==> src/rtl/core/lnwp_pkg.sv <==
`timescale 1ns / 1ps

package lnwp_pkg;

	// Field widths of the item and result ports.
	localparam int unsigned OP_W      = 2;
	localparam int unsigned PIXEL_W   = 12;
	localparam int unsigned NINE_W    = 9;
	localparam int unsigned PACK_W    = 32;
	localparam int unsigned BITS_W    = 6;
	localparam int unsigned LINE_W    = 12;

	// A pixel pair expands into three nine-bit words.
	localparam int unsigned CHUNK_W   = 3 * NINE_W;

	localparam logic [LINE_W-1:0] LINE_COUNT_MAX = '1;
	localparam logic              DATA_FLAG      = 1'b1;

	// Default queue depths.
	localparam int unsigned MID_DEPTH_DEF = 2;
	localparam int unsigned OUT_DEPTH_DEF = 2;

	// Item operation codes.
	typedef enum logic [OP_W-1:0] {
		OP_PIXEL_PAIR = 2'd0,
		OP_RAW_WORD   = 2'd1,
		OP_FLUSH_LINE = 2'd2
	} op_t;

	// Classified work handed from the front to the back.
	typedef struct packed {
		logic               flush;
		logic               long_chunk;
		logic [CHUNK_W-1:0] chunk;
	} work_t;

	// One result item.
	typedef struct packed {
		logic [PACK_W-1:0] packed_word;
		logic [BITS_W-1:0] word_bits;
		logic              last;
		logic [LINE_W-1:0] line_bits;
	} res_t;

	// Byte swap into memory order.
	function automatic logic [PACK_W-1:0] swap_bytes(input logic [PACK_W-1:0] v);
		return {v[7:0], v[15:8], v[23:16], v[31:24]};
	endfunction

endpackage

==> src/rtl/core/lnwp_fifo.sv <==
`timescale 1ns / 1ps

module lnwp_fifo #(
	parameter int unsigned WIDTH = 8,
	parameter int unsigned DEPTH = 2
) (
	input  logic             clk,
	input  logic             arst_n,
	input  logic             wr_en,
	input  logic [WIDTH-1:0] wr_data,
	output logic             full,
	input  logic             rd_en,
	output logic [WIDTH-1:0] rd_data,
	output logic             empty
);

	localparam int unsigned PTR_W = (DEPTH > 1) ? $clog2(DEPTH) : 1;
	localparam int unsigned CNT_W = $clog2(DEPTH + 1);

	logic [WIDTH-1:0] slots_q [DEPTH];
	logic [PTR_W-1:0] wr_ptr_q;
	logic [PTR_W-1:0] rd_ptr_q;
	logic [CNT_W-1:0] count_q;
	logic             do_wr;
	logic             do_rd;

	// Only act on requests the queue can honour.
	assign full  = (count_q == CNT_W'(DEPTH));
	assign empty = (count_q == '0);
	assign do_wr = wr_en && !full;
	assign do_rd = rd_en && !empty;

	assign rd_data = slots_q[rd_ptr_q];

	// Storage is written only where an item arrives.
	always_ff @(posedge clk) begin
		if (do_wr) begin
			slots_q[wr_ptr_q] <= wr_data;
		end
	end

	// Pointers wrap at the queue depth; the count tracks occupancy.
	always_ff @(posedge clk or negedge arst_n) begin
		if (!arst_n) begin
			wr_ptr_q <= '0;
			rd_ptr_q <= '0;
			count_q  <= '0;
		end else begin
			if (do_wr) begin
				wr_ptr_q <= (wr_ptr_q == PTR_W'(DEPTH - 1)) ? '0 : wr_ptr_q + 1'b1;
			end
			if (do_rd) begin
				rd_ptr_q <= (rd_ptr_q == PTR_W'(DEPTH - 1)) ? '0 : rd_ptr_q + 1'b1;
			end
			if (do_wr && !do_rd) begin
				count_q <= count_q + 1'b1;
			end else if (do_rd && !do_wr) begin
				count_q <= count_q - 1'b1;
			end
		end
	end

endmodule

==> src/rtl/core/lnwp_front.sv <==
`timescale 1ns / 1ps

module lnwp_front #(
	parameter int unsigned MID_DEPTH = lnwp_pkg::MID_DEPTH_DEF
) (
	input  logic                          clk,
	input  logic                          arst_n,
	input  logic                          push,
	output logic                          full,
	input  logic [lnwp_pkg::OP_W-1:0]     operation,
	input  logic [lnwp_pkg::PIXEL_W-1:0]  pixel_first,
	input  logic [lnwp_pkg::PIXEL_W-1:0]  pixel_second,
	input  logic [lnwp_pkg::NINE_W-1:0]   raw_word,
	input  logic                          work_pop,
	output lnwp_pkg::work_t               work_item,
	output logic                          work_empty
);

	lnwp_pkg::work_t work_new;
	logic            work_keep;
	logic [$bits(lnwp_pkg::work_t)-1:0] work_rd;

	// Classify the item: a pixel pair becomes three data words in one chunk,
	// a raw word sits left-aligned, and an unused code is dropped here.
	always_comb begin
		work_new  = '0;
		work_keep = 1'b0;
		case (operation)
			lnwp_pkg::OP_PIXEL_PAIR: begin
				work_keep           = 1'b1;
				work_new.long_chunk = 1'b1;
				work_new.chunk      = {lnwp_pkg::DATA_FLAG, pixel_first[11:4],
					lnwp_pkg::DATA_FLAG, pixel_first[3:0], pixel_second[11:8],
					lnwp_pkg::DATA_FLAG, pixel_second[7:0]};
			end
			lnwp_pkg::OP_RAW_WORD: begin
				work_keep      = 1'b1;
				work_new.chunk = {raw_word,
					(lnwp_pkg::CHUNK_W - lnwp_pkg::NINE_W)'(0)};
			end
			lnwp_pkg::OP_FLUSH_LINE: begin
				work_keep      = 1'b1;
				work_new.flush = 1'b1;
			end
			default: begin
				work_keep = 1'b0;
			end
		endcase
	end

	// Queue between front and back so that each side stalls on its own.
	lnwp_fifo #(
		.WIDTH ($bits(lnwp_pkg::work_t)),
		.DEPTH (MID_DEPTH)
	) u_mid_fifo (
		.clk     (clk),
		.arst_n  (arst_n),
		.wr_en   (push && work_keep),
		.wr_data (work_new),
		.full    (full),
		.rd_en   (work_pop),
		.rd_data (work_rd),
		.empty   (work_empty)
	);

	assign work_item = lnwp_pkg::work_t'(work_rd);

endmodule

==> src/rtl/core/lnwp_back.sv <==
`timescale 1ns / 1ps

module lnwp_back #(
	parameter int unsigned OUT_DEPTH = lnwp_pkg::OUT_DEPTH_DEF
) (
	input  logic            clk,
	input  logic            arst_n,
	input  lnwp_pkg::work_t work_item,
	input  logic            work_empty,
	output logic            work_pop,
	input  logic            pop,
	output lnwp_pkg::res_t  result,
	output logic            empty
);

	localparam int unsigned WIDE_W = 2 * lnwp_pkg::PACK_W;
	localparam int unsigned FILL_W = $clog2(lnwp_pkg::PACK_W);

	logic [lnwp_pkg::PACK_W-1:0] pending_q;
	logic [FILL_W-1:0]           fill_q;
	logic [lnwp_pkg::LINE_W-1:0] count_q;

	logic [WIDE_W-1:0]           wide;
	logic [FILL_W:0]             chunk_len;
	logic [FILL_W:0]             fill_sum;
	logic                        crosses;
	logic [lnwp_pkg::LINE_W:0]   count_sum;
	logic [lnwp_pkg::LINE_W-1:0] count_next;
	logic                        out_full;
	logic                        res_push;
	lnwp_pkg::res_t              res_new;
	logic [$bits(lnwp_pkg::res_t)-1:0] res_rd;

	// Take work whenever the result queue has room for a possible result.
	assign work_pop = !work_empty && !out_full;

	// Drop the chunk in after the bits already used and see whether it
	// crosses the word boundary.
	assign wide      = {pending_q, lnwp_pkg::PACK_W'(0)} |
		({work_item.chunk, (WIDE_W - lnwp_pkg::CHUNK_W)'(0)} >> fill_q);
	assign chunk_len = work_item.long_chunk ? (FILL_W + 1)'(lnwp_pkg::CHUNK_W)
		: (FILL_W + 1)'(lnwp_pkg::NINE_W);
	assign fill_sum  = {1'b0, fill_q} + chunk_len;
	assign crosses   = fill_sum[FILL_W];

	// Line bit count saturates at its maximum.
	assign count_sum  = {1'b0, count_q} + (lnwp_pkg::LINE_W + 1)'(chunk_len);
	assign count_next = count_sum[lnwp_pkg::LINE_W] ? lnwp_pkg::LINE_COUNT_MAX
		: count_sum[lnwp_pkg::LINE_W-1:0];

	// Form the result for a flush or a completed word.
	always_comb begin
		res_new = '0;
		if (work_item.flush) begin
			res_new.packed_word = lnwp_pkg::swap_bytes(pending_q);
			res_new.word_bits   = {1'b0, fill_q};
			res_new.last        = 1'b1;
			res_new.line_bits   = count_q;
		end else begin
			res_new.packed_word = lnwp_pkg::swap_bytes(wide[WIDE_W-1 -: lnwp_pkg::PACK_W]);
			res_new.word_bits   = lnwp_pkg::BITS_W'(lnwp_pkg::PACK_W);
		end
	end

	assign res_push = work_pop && (work_item.flush || crosses);

	// Packer state: a flush clears it, otherwise the leftover bits stay.
	always_ff @(posedge clk or negedge arst_n) begin
		if (!arst_n) begin
			pending_q <= '0;
			fill_q    <= '0;
			count_q   <= '0;
		end else if (work_pop) begin
			if (work_item.flush) begin
				pending_q <= '0;
				fill_q    <= '0;
				count_q   <= '0;
			end else begin
				pending_q <= crosses ? wide[lnwp_pkg::PACK_W-1:0]
					: wide[WIDE_W-1 -: lnwp_pkg::PACK_W];
				fill_q    <= fill_sum[FILL_W-1:0];
				count_q   <= count_next;
			end
		end
	end

	// Result queue towards the consumer.
	lnwp_fifo #(
		.WIDTH ($bits(lnwp_pkg::res_t)),
		.DEPTH (OUT_DEPTH)
	) u_out_fifo (
		.clk     (clk),
		.arst_n  (arst_n),
		.wr_en   (res_push),
		.wr_data (res_new),
		.full    (out_full),
		.rd_en   (pop),
		.rd_data (res_rd),
		.empty   (empty)
	);

	assign result = lnwp_pkg::res_t'(res_rd);

endmodule

==> src/rtl/core/lcd_nine_bit_word_packer_unit.sv <==
`timescale 1ns / 1ps

// Packs nine-bit LCD words (raw words, or pixel pairs expanded to three data
// words) most significant bit first into 32-bit words, which come out
// byte-swapped; a flush item gives the partial word marked last with the line
// bit count. The block takes one item per clock cycle while full is low. An
// accepted item first waits in the queue behind the classifying front; the
// packing back end, whose combinational shift-and-merge of a chunk into the
// partial word sets the rate, takes it from there when the output queue has
// room and writes any result straight into the output queue. Results wait in
// an output queue of OUT_DEPTH entries; the front queue holds MID_DEPTH items,
// so a stalled consumer fills both before full rises.
module lcd_nine_bit_word_packer_unit #(
	parameter int unsigned MID_DEPTH = lnwp_pkg::MID_DEPTH_DEF,
	parameter int unsigned OUT_DEPTH = lnwp_pkg::OUT_DEPTH_DEF
) (
	input  logic                          clk,
	input  logic                          arst_n,
	input  logic                          push,
	output logic                          full,
	input  logic [lnwp_pkg::OP_W-1:0]     operation,
	input  logic [lnwp_pkg::PIXEL_W-1:0]  pixel_first,
	input  logic [lnwp_pkg::PIXEL_W-1:0]  pixel_second,
	input  logic [lnwp_pkg::NINE_W-1:0]   raw_word,
	output logic                          empty,
	input  logic                          pop,
	output logic [lnwp_pkg::PACK_W-1:0]   packed_word,
	output logic [lnwp_pkg::BITS_W-1:0]   word_bits,
	output logic                          last,
	output logic [lnwp_pkg::LINE_W-1:0]   line_bits
);

	lnwp_pkg::work_t work_item;
	logic            work_empty;
	logic            work_pop;
	lnwp_pkg::res_t  result;

	// Front: accept and classify items.
	lnwp_front #(
		.MID_DEPTH (MID_DEPTH)
	) u_front (
		.clk          (clk),
		.arst_n       (arst_n),
		.push         (push),
		.full         (full),
		.operation    (operation),
		.pixel_first  (pixel_first),
		.pixel_second (pixel_second),
		.raw_word     (raw_word),
		.work_pop     (work_pop),
		.work_item    (work_item),
		.work_empty   (work_empty)
	);

	// Back: pack the bits and queue the results.
	lnwp_back #(
		.OUT_DEPTH (OUT_DEPTH)
	) u_back (
		.clk        (clk),
		.arst_n     (arst_n),
		.work_item  (work_item),
		.work_empty (work_empty),
		.work_pop   (work_pop),
		.pop        (pop),
		.result     (result),
		.empty      (empty)
	);

	assign packed_word = result.packed_word;
	assign word_bits   = result.word_bits;
	assign last        = result.last;
	assign line_bits   = result.line_bits;

endmodule

==> config.mk <==
export PLATFORM = sky130hd
export DESIGN_NAME = lcd_nine_bit_word_packer_unit
export DESIGN_NICKNAME = d
export VERILOG_FILES = /design/src/rtl/core/lnwp_pkg.sv /design/src/rtl/core/lnwp_fifo.sv /design/src/rtl/core/lnwp_front.sv /design/src/rtl/core/lnwp_back.sv /design/src/rtl/core/lcd_nine_bit_word_packer_unit.sv
export SDC_FILE = /design/constraint.sdc
export NUM_CORES = 1
export LEC_CHECK = 0
export ABC_AREA = 1
export BUFFER_PORTS_ARGS = -buffer_cell sky130_fd_sc_hd__buf_2
export CORE_ASPECT_RATIO = 0.75
export CORE_MARGIN = 2
export CORE_UTILIZATION = 23
export CTS_CLUSTER_DIAMETER = 40
export DETAILED_ROUTE_END_ITERATION = 8
export GPL_ROUTABILITY_DRIVEN = 0
export GPL_TIMING_DRIVEN = 1
export PLACE_DENSITY = 0.42
export SLEW_MARGIN = 10
export SYNTH_ARGS = -nofsm -noshare
export SYNTH_HDL_FRONTEND = slang
export SYNTH_SLANG_ARGS = --single-unit
==> constraint.sdc <==
create_clock -name clk -period 6.1 [get_ports clk]
set_clock_uncertainty 0.1 [all_clocks]
set_input_delay 0.61 -clock clk [delete_from_list [all_inputs] [get_ports clk]]
set_output_delay 0.61 -clock clk [all_outputs]
set_load 0.005 [all_outputs]
==> run_results.csv, run 1 <==
group,metric,value,unit
yosys,synth_cell_type_count,41,
clock_tree,cts_buffers,38,
grt,top_usage_layer,"met1",
yosys,avgSynthCellArea,8.48,sq um
detailed_routing,drt-initial-drc-count,698,
placed_design,io_buffers,91,
timing,fin_setup_tns,0,ns
grt,grt_pass1_vias,8828,
yosys,ys_seq_area_frac,0.556,
detailed_routing,routed_wirelength,33.8,mm
grt,overflow,0,
die,ios,92,
die,die_x,256,microns
clock_tree,clockBufferDepth,3,
critical_path,start_kind,"register",
power,ir_drop,0.000241,V
detailed_routing,postRouteAntennaNets,0,
finish,drive_gt1_frac,0.143,
grt,grt_max_degree,58,
yosys,synth_top_cell_area_share,0.426,
critical_path,r2r_start,"u_front.u_mid_fifo.rd_ptr_q",
timing,post-route-min-period,4.37,ns
detailed_routing,wl_per_cell,16.6,microns
finish,finish.net_count,1419,
clock_tree,h-tree-depth,2,
timing,rsz0062_at_grt,"no",
detailed_routing,drc,0,
clock_tree,post_cts_buffers,0,
yosys,syn_inst,1296,
power,leakagePower,0.00592,uW
timing,finalSetupViolations,0,
timing,final_hold_viol_count,0,
timing,min_period_over_period,0.717,
finish,diodes,0,
timing,worstMarginPinSlew,1.14,ns
timing,max_slew_margin,0.242,
timing,final-max-slew-violation-count,0,
grt,antenna_found_initial,0,
detailed_routing,firstDrtPassIters,5,
finish,area_growth,22.1,%
die,rows,69,
die,die_y,193,microns
clock_tree,cts_tree,"yes",
grt,grt_util_all_layers,0.136,
detailed_routing,avgViaCountPerCell,4.44,
critical_path,reg2reg_depth,15,
clock_tree,clock-sinks,213,
critical_path,worstReg2RegEnd,"u_back.pending_q[31]",
clock_tree,root_buffer,"clkbuf_16",
die,dieArea,49500,sq um
yosys,ys_ff_latch,213,
timing,fmax,229,MHz
yosys,syn_area,11000,sq um
yosys,syn-num-nets,1343,
critical_path,crit_arrival,4.65,ns
run_status,outcome,"completed",
timing,holdWs,0.168,ns
grt,grt_use_met2,0.201,
yosys,synth.area.top_cells,"edfxtp_1, nand2_1, dfrtp_1, nand3_1, inv_1",
die,start_util,0.233,
critical_path,critPathCaptureType,"register",
run,drv_cap,0,
grt,met3_usage,0.0322,
yosys,yosys_warnings,0,
critical_path,path_class,"register to register",
critical_path,critPathLaunch,"u_front.u_mid_fifo.rd_ptr_q",
clock_tree,clk_pin_slew,0.05,ns
power,powerDensity,647,nW/um^2
critical_path,cp.required,6.37,ns
critical_path,endpoint,"u_back.pending_q[31]",
grt,grt_pass1_wl,53.0,mm
detailed_routing,num_vias,9056,
critical_path,reg2reg_slack,1.73,ns
critical_path,path_max_fanout,29,
die,core-area,47200,sq um
grt,grt_util_met1,0.201,
yosys,synth_area_leader_cell,"edfxtp_1",
clock_tree,hold_buffers,0,
clock_tree,clk_latency,0.53,ns
clock_tree,ctsResizeCount,0,
power,power.total,8680,uW
placed_design,dp_hpwl,23.5,mm
worst_hold_path,hold_class,"input port to asynchronous set/reset pin",
## how the worst min path moves through the flow
stage                              start              endpoint  slack, ns  depth (start not counted)
floorplan                         arst_n     u_back.count_q[0]       0.21                          0
global placement    u_back.pending_q[16]  u_back.pending_q[16]       0.37                          2
detailed placement  u_back.pending_q[16]  u_back.pending_q[16]       0.37                          2
CTS                               arst_n     u_back.count_q[3]       0.20                          2
global route                      arst_n     u_back.count_q[3]       0.25                          2
finish                            arst_n     u_back.count_q[6]       0.17                          2
## report_power, final
group	internal [uW]	switching, uW	total [uW]	leakage (uW)
clock network	1450	800	2250	0.000657
logic	1110	2790	3900	0.00304
registers	2310	214	2520	0.00222
total	4880	3800	8680	0.00592
## registers in the layout (all words and copies together), names as in the netlist, 2 cells and up
| register | count |
|---|---|
| u_back.fill_q | 5 |
| u_front.u_mid_fifo.count_q | 2 |
| u_back.u_out_fifo.count_q | 2 |
| u_back.pending_q | 32 |
| u_back.u_out_fifo.slots_q | 102 |
| u_back.count_q | 12 |
| u_front.u_mid_fifo.slots_q | 54 |
## area by class of cell
cell class	count	area [sq um]
Clock buffer	40	980
Clock inverter	29	377
Fill cell	5074	33800
Inverter	90	338
Multi-Input combinational cell	923	4240
Sequential cell	213	6110
Tap cell	639	800
Timing Repair Buffer	106	568
## worst max-delay path, stage by stage (launching register included)
cell,delay [ns]
dfrtp_1,0.96
inv_2,0.43
nand2_1,0.22
nand2_1,0.12
inv_1,0.21
ha_1,0.19
nand2_2,0.05
inv_2,0.06
o21ai_2,0.06
nand2_1,0.12
a21oi_4,0.07
buf_4,0.24
nor2_2,0.80
inv_1,0.26
o21ai_0,0.24
o22ai_1,0.09
## metal layers
layer / part of all wire / wire [microns]
met1: 0.50 / 17000
met2: 0.42 / 14200
met3: 0.059 / 2010
met4: 0.016 / 548
met5: 0 / 0
## cells in the mapped netlist, drive strengths merged
| cell | instances |
|---|---|
| a21oi | 23 |
| a22oi | 2 |
| a31oi | 2 |
| buf | 44 |
| clkbuf | 26 |
| clkinv | 3 |
| dfrtp | 57 |
| edfxtp | 156 |
| fa | 2 |
| ha | 6 |
| inv | 87 |
| nand2 | 485 |
| nand3 | 216 |
| nand4 | 11 |
| nor2 | 68 |
| nor3 | 2 |
| nor3b | 1 |
| o211ai | 1 |
| o21a | 13 |
| o21ai | 57 |
| o21bai | 5 |
| o22ai | 11 |
| o31ai | 6 |
| or2 | 5 |
| xnor2 | 2 |
| xor2 | 5 |
## placed cells by master, fill, tap and decap left out, types with 7 or more instances in the layout
master | netlist | final
a21oi_1 | 21 | 21
buf_2 | 23 | 91
buf_4 | 2 | 15
clkbuf_16 | 0 | 39
dfrtp_1 | 57 | 56
edfxtp_1 | 156 | 156
inv_1 | 81 | 81
inv_6 | 0 | 7
nand2_1 | 483 | 483
nand3_1 | 215 | 215
nand4_1 | 11 | 11
nor2_1 | 64 | 60
o21a_1 | 13 | 13
o21ai_0 | 44 | 44
o21ai_1 | 11 | 11
o22ai_1 | 11 | 10
## stage by stage
step	utilization	setup slack, ns	cell area [sq um]	std cells
after detailed placement	0.255	1.74	12100	1971
after floorplan	-	1.55	11000	1296
after global placement	0.255	1.81	12100	1971
after global routing	0.284	1.32	13400	2040
after CTS	0.284	1.73	13400	2040
final	0.284	1.73	13400	2040
## logic make-up (layout without fill, tap and decap cells)
logic type / after synthesis / after routing / share of synthesized area
simple gates: 788 / 788 / 0.300
fa+ha+maj: 8 / 8 / 0.0105
buf+inv: 160 / 265 / 0.0621
compound gates: 120 / 120 / 0.0652
flops: 213 / 213 / 0.556
xor+xnor: 7 / 7 / 0.00558
Power figures use the tool's default switching activity.
==> run 2: changes to the inputs <==
Settings changed: ABC_AREA 1 to 0, PLACE_DENSITY 0.42 to 0.43.
Clock period 6.1 ns to 3.6 ns, I/O delays scaled along.
==> run 2 against run 1 <==
  * Via count fell by 4.0%
  * Combinational power rose by 99%
  * Register-to-register slack got worse by 1.4 ns
  * Critical path type unchanged
==> run_results.csv, run 2 <==
group,metric,value,unit
run_status,outcome,"completed",
timing,post-route-min-period,3.28,ns
critical_path,path_class,"register to register",
die,ios,92,
finish,nFillCells,5152,
finish,instances_no_fill,1739,
yosys,synth_top_cell_area_share,0.405,
detailed_routing,avgViaCountPerCell,5.00,
placed_design,place_inst,1676,
finish,final_cell_mix,"edfxtp_1, buf_2, mux2i_1",
finish,finish.net_count,1103,
yosys,ys_seq_area_frac,0.528,
critical_path,cp.required,3.73,ns
yosys,yosys_warnings,0,
grt,grt_pass1_wl,56.2,mm
die,rows,71,
detailed_routing,firstDrtPassIters,5,
detailed_routing,drc,0,
critical_path,slowest_delay,0.85,ns
worst_hold_path,hold_class,"input port to register",
timing,fmax,305,MHz
finish,postLayoutCellArea,14200,sq um
clock_tree,root_buffer,"clkbuf_16",
detailed_routing,num_vias,8696,
yosys,yosysMostFrequentCell,"edfxtp_1",
clock_tree,cts_buffers,34,
critical_path,cpMostUsedCell,"o21ai_0",
grt,grt_pass1_vias,8734,
detailed_routing,routed_wirelength,37.2,mm
placed_design,io_buffers,91,
detailed_routing,drt-initial-drc-count,810,
finish,layout.cells.most_common,"edfxtp_1",
yosys,synth_area_leader_cell,"edfxtp_1",
die,dieArea,52100,sq um
finish,area_growth,23.0,%
clock_tree,h-tree-depth,2,
finish,drive_gt1_frac,0.298,
clock_tree,post_cts_buffers,0,
placed_design,dp_hpwl,26.6,mm
critical_path,reg2reg_depth,7,
grt,grt_max_degree,52,
die,core-area,49900,sq um
clock_tree,cts_tree,"yes",
yosys,syn_area,11600,sq um
die,die_y,198,microns
yosys,ys_ff_latch,213,
timing,finalSetupViolations,0,
run,drv_cap,0,
power,ir_drop,0.000406,V
yosys,synth_cell_type_count,70,
power,leakagePower,0.00546,uW
critical_path,start_kind,"register",
worst_hold_path,whs_path_depth,2,
critical_path,cp_cell_sequence,"buf_4 > mux2i_1 > mux4_2 > mux2_2 > nand2_1 > o21ai_0 > o21ai_0",
yosys,synth_ff_type,"edfxtp_1",
timing,holdWs,0.0439,ns
clock_tree,clock-sinks,213,
yosys,synth.area.top_cells,"edfxtp_1, dfrtp_1, mux2i_1, mux2_2, mux4_2",
power,power.total,15800,uW
power,powerDensity,1110,nW/um^2
critical_path,path_max_fanout,28,
die,die_x,263,microns
clock_tree,clockBufferDepth,3,
critical_path,crit_arrival,3.41,ns
timing,fin_setup_tns,0,ns
critical_path,critPathCaptureType,"register",
finish,diodes,0,
yosys,avgSynthCellArea,12.4,sq um
clock_tree,clk_latency,0.52,ns
finish,largestRegisters,"u_back.u_out_fifo.slots_q: 102 flops, u_front.u_mid_fifo.slots_q: 54 flops, u_back.pending_q: 32 flops",
yosys,syn-num-nets,983,
grt,grt_util_all_layers,0.141,
timing,rsz0062_at_grt,"no",
clock_tree,ctsResizeCount,0,
clock_tree,clk_pin_slew,0.06,ns
yosys,synth_edf_count,156,
detailed_routing,wl_per_cell,21.4,microns
grt,antenna_found_initial,2,
finish,regArea,6110,sq um
timing,worstMarginPinSlew,0.923,ns
placed_design,dpl_cell_area,13000,sq um
timing,max_slew_margin,0.385,
finish,multiInputGateArea,5130,sq um
finish,largest_register_ffs,102,
yosys,netlist_top_cells_count,"edfxtp_1, mux2i_1, nor2_1",
grt,overflow,0,
clock_tree,hold_buffers,1,
critical_path,cp_slowest_cell,"dfrtp_2",
detailed_routing,postRouteAntennaNets,0,
yosys,syn_inst,936,
die,start_util,0.232,
timing,min_period_over_period,0.911,
timing,final-max-slew-violation-count,0,
timing,final_hold_viol_count,0,
yosys,synthArstFlopShare,0.268,
finish,regMostFlops,"u_back.u_out_fifo.slots_q",
-- run 2: cell types whose count changed after synthesis, moves of 15 or more --
cell     previous run  this run
a21oi_1            21        41
nand3_1           215        17
a21o_1              0        15
inv_1              81        14
mux2_2              0        61
a22oi_1             1        20
nand2_1           483        57
mux4_2              0        26
buf_2              23         6
and2_1              0        35
mux2i_1             0        78
-- run 2: cells by family after synthesis --
logic type	Yosys count	synth area share
flip-flops	213	0.528
adder cells (fa/ha/maj)	8	0.00995
buffers and inverters	77	0.0318
XOR/XNOR	12	0.00908
multiplexers	172	0.189
AO/OA/AOI/OAI	238	0.145
AND/OR/NAND/NOR	216	0.0874
-- run 2: final timing paths --
check / from / to / slack (ns)
min: pixel_first[1] / u_front.u_mid_fifo.slots_q[1][14] / 0.04
min in group asynchronous: arst_n / u_back.count_q[7] / 0.35
max reg2reg: u_back.fill_q[0] / u_back.u_out_fifo.slots_q[1][37] / 0.32
min reg2reg: u_back.pending_q[3] / u_back.pending_q[3] / 0.39
max: u_back.fill_q[0] / u_back.u_out_fifo.slots_q[1][37] / 0.32
max in group asynchronous: arst_n / u_back.pending_q[28] / 2.10
-- run 2: power by group --
part	switching [uW]	leakage (uW)	total, uW	internal, uW
sequential	606	0.00223	4600	3990
combinational	4710	0.00266	7780	3070
clock	1300	0.000578	3470	2170
total	6610	0.00546	15800	9240
-- run 2: stage by stage --
| step | util | worst slack (ns) |
|---|---|---|
| after floorplan | - | 0.0138 |
| after global placement | 0.261 | 0.402 |
| after detailed placement | 0.261 | 0.381 |
| after CTS | 0.285 | 0.367 |
| after global routing | 0.285 | 0.139 |
| final | 0.285 | 0.321 |
-- run 2: area by class of cell --
class / count / share of cell area
sequential: 213 / 0.430
multi-input combinational: 646 / 0.361
clock inverter: 25 / 0.0236
tap: 657 / 0.0578
clock buffer: 37 / 0.0613
timing repair buffer: 143 / 0.0622
inverter: 18 / 0.00475
-- run 2: worst max-delay path: cells and delay by family (launching register included) --
kind                   cells  cell delay, ns
AO/OA/AOI/OAI              2            0.62
AND/OR/NAND/NOR            1            0.07
buffers and inverters      1            0.31
multiplexers               3            1.03
flip-flops                 1            0.85
-- run 2: metal layers --
layer,wire (microns),part of all wire,global-route usage,vias up
met4,966,0.026,0.0402,0
met3,2880,0.077,0.0341,69
met5,0,0,0,-
li1,-,-,-,3890
met1,18200,0.49,0.211,4361
met2,15200,0.41,0.201,376
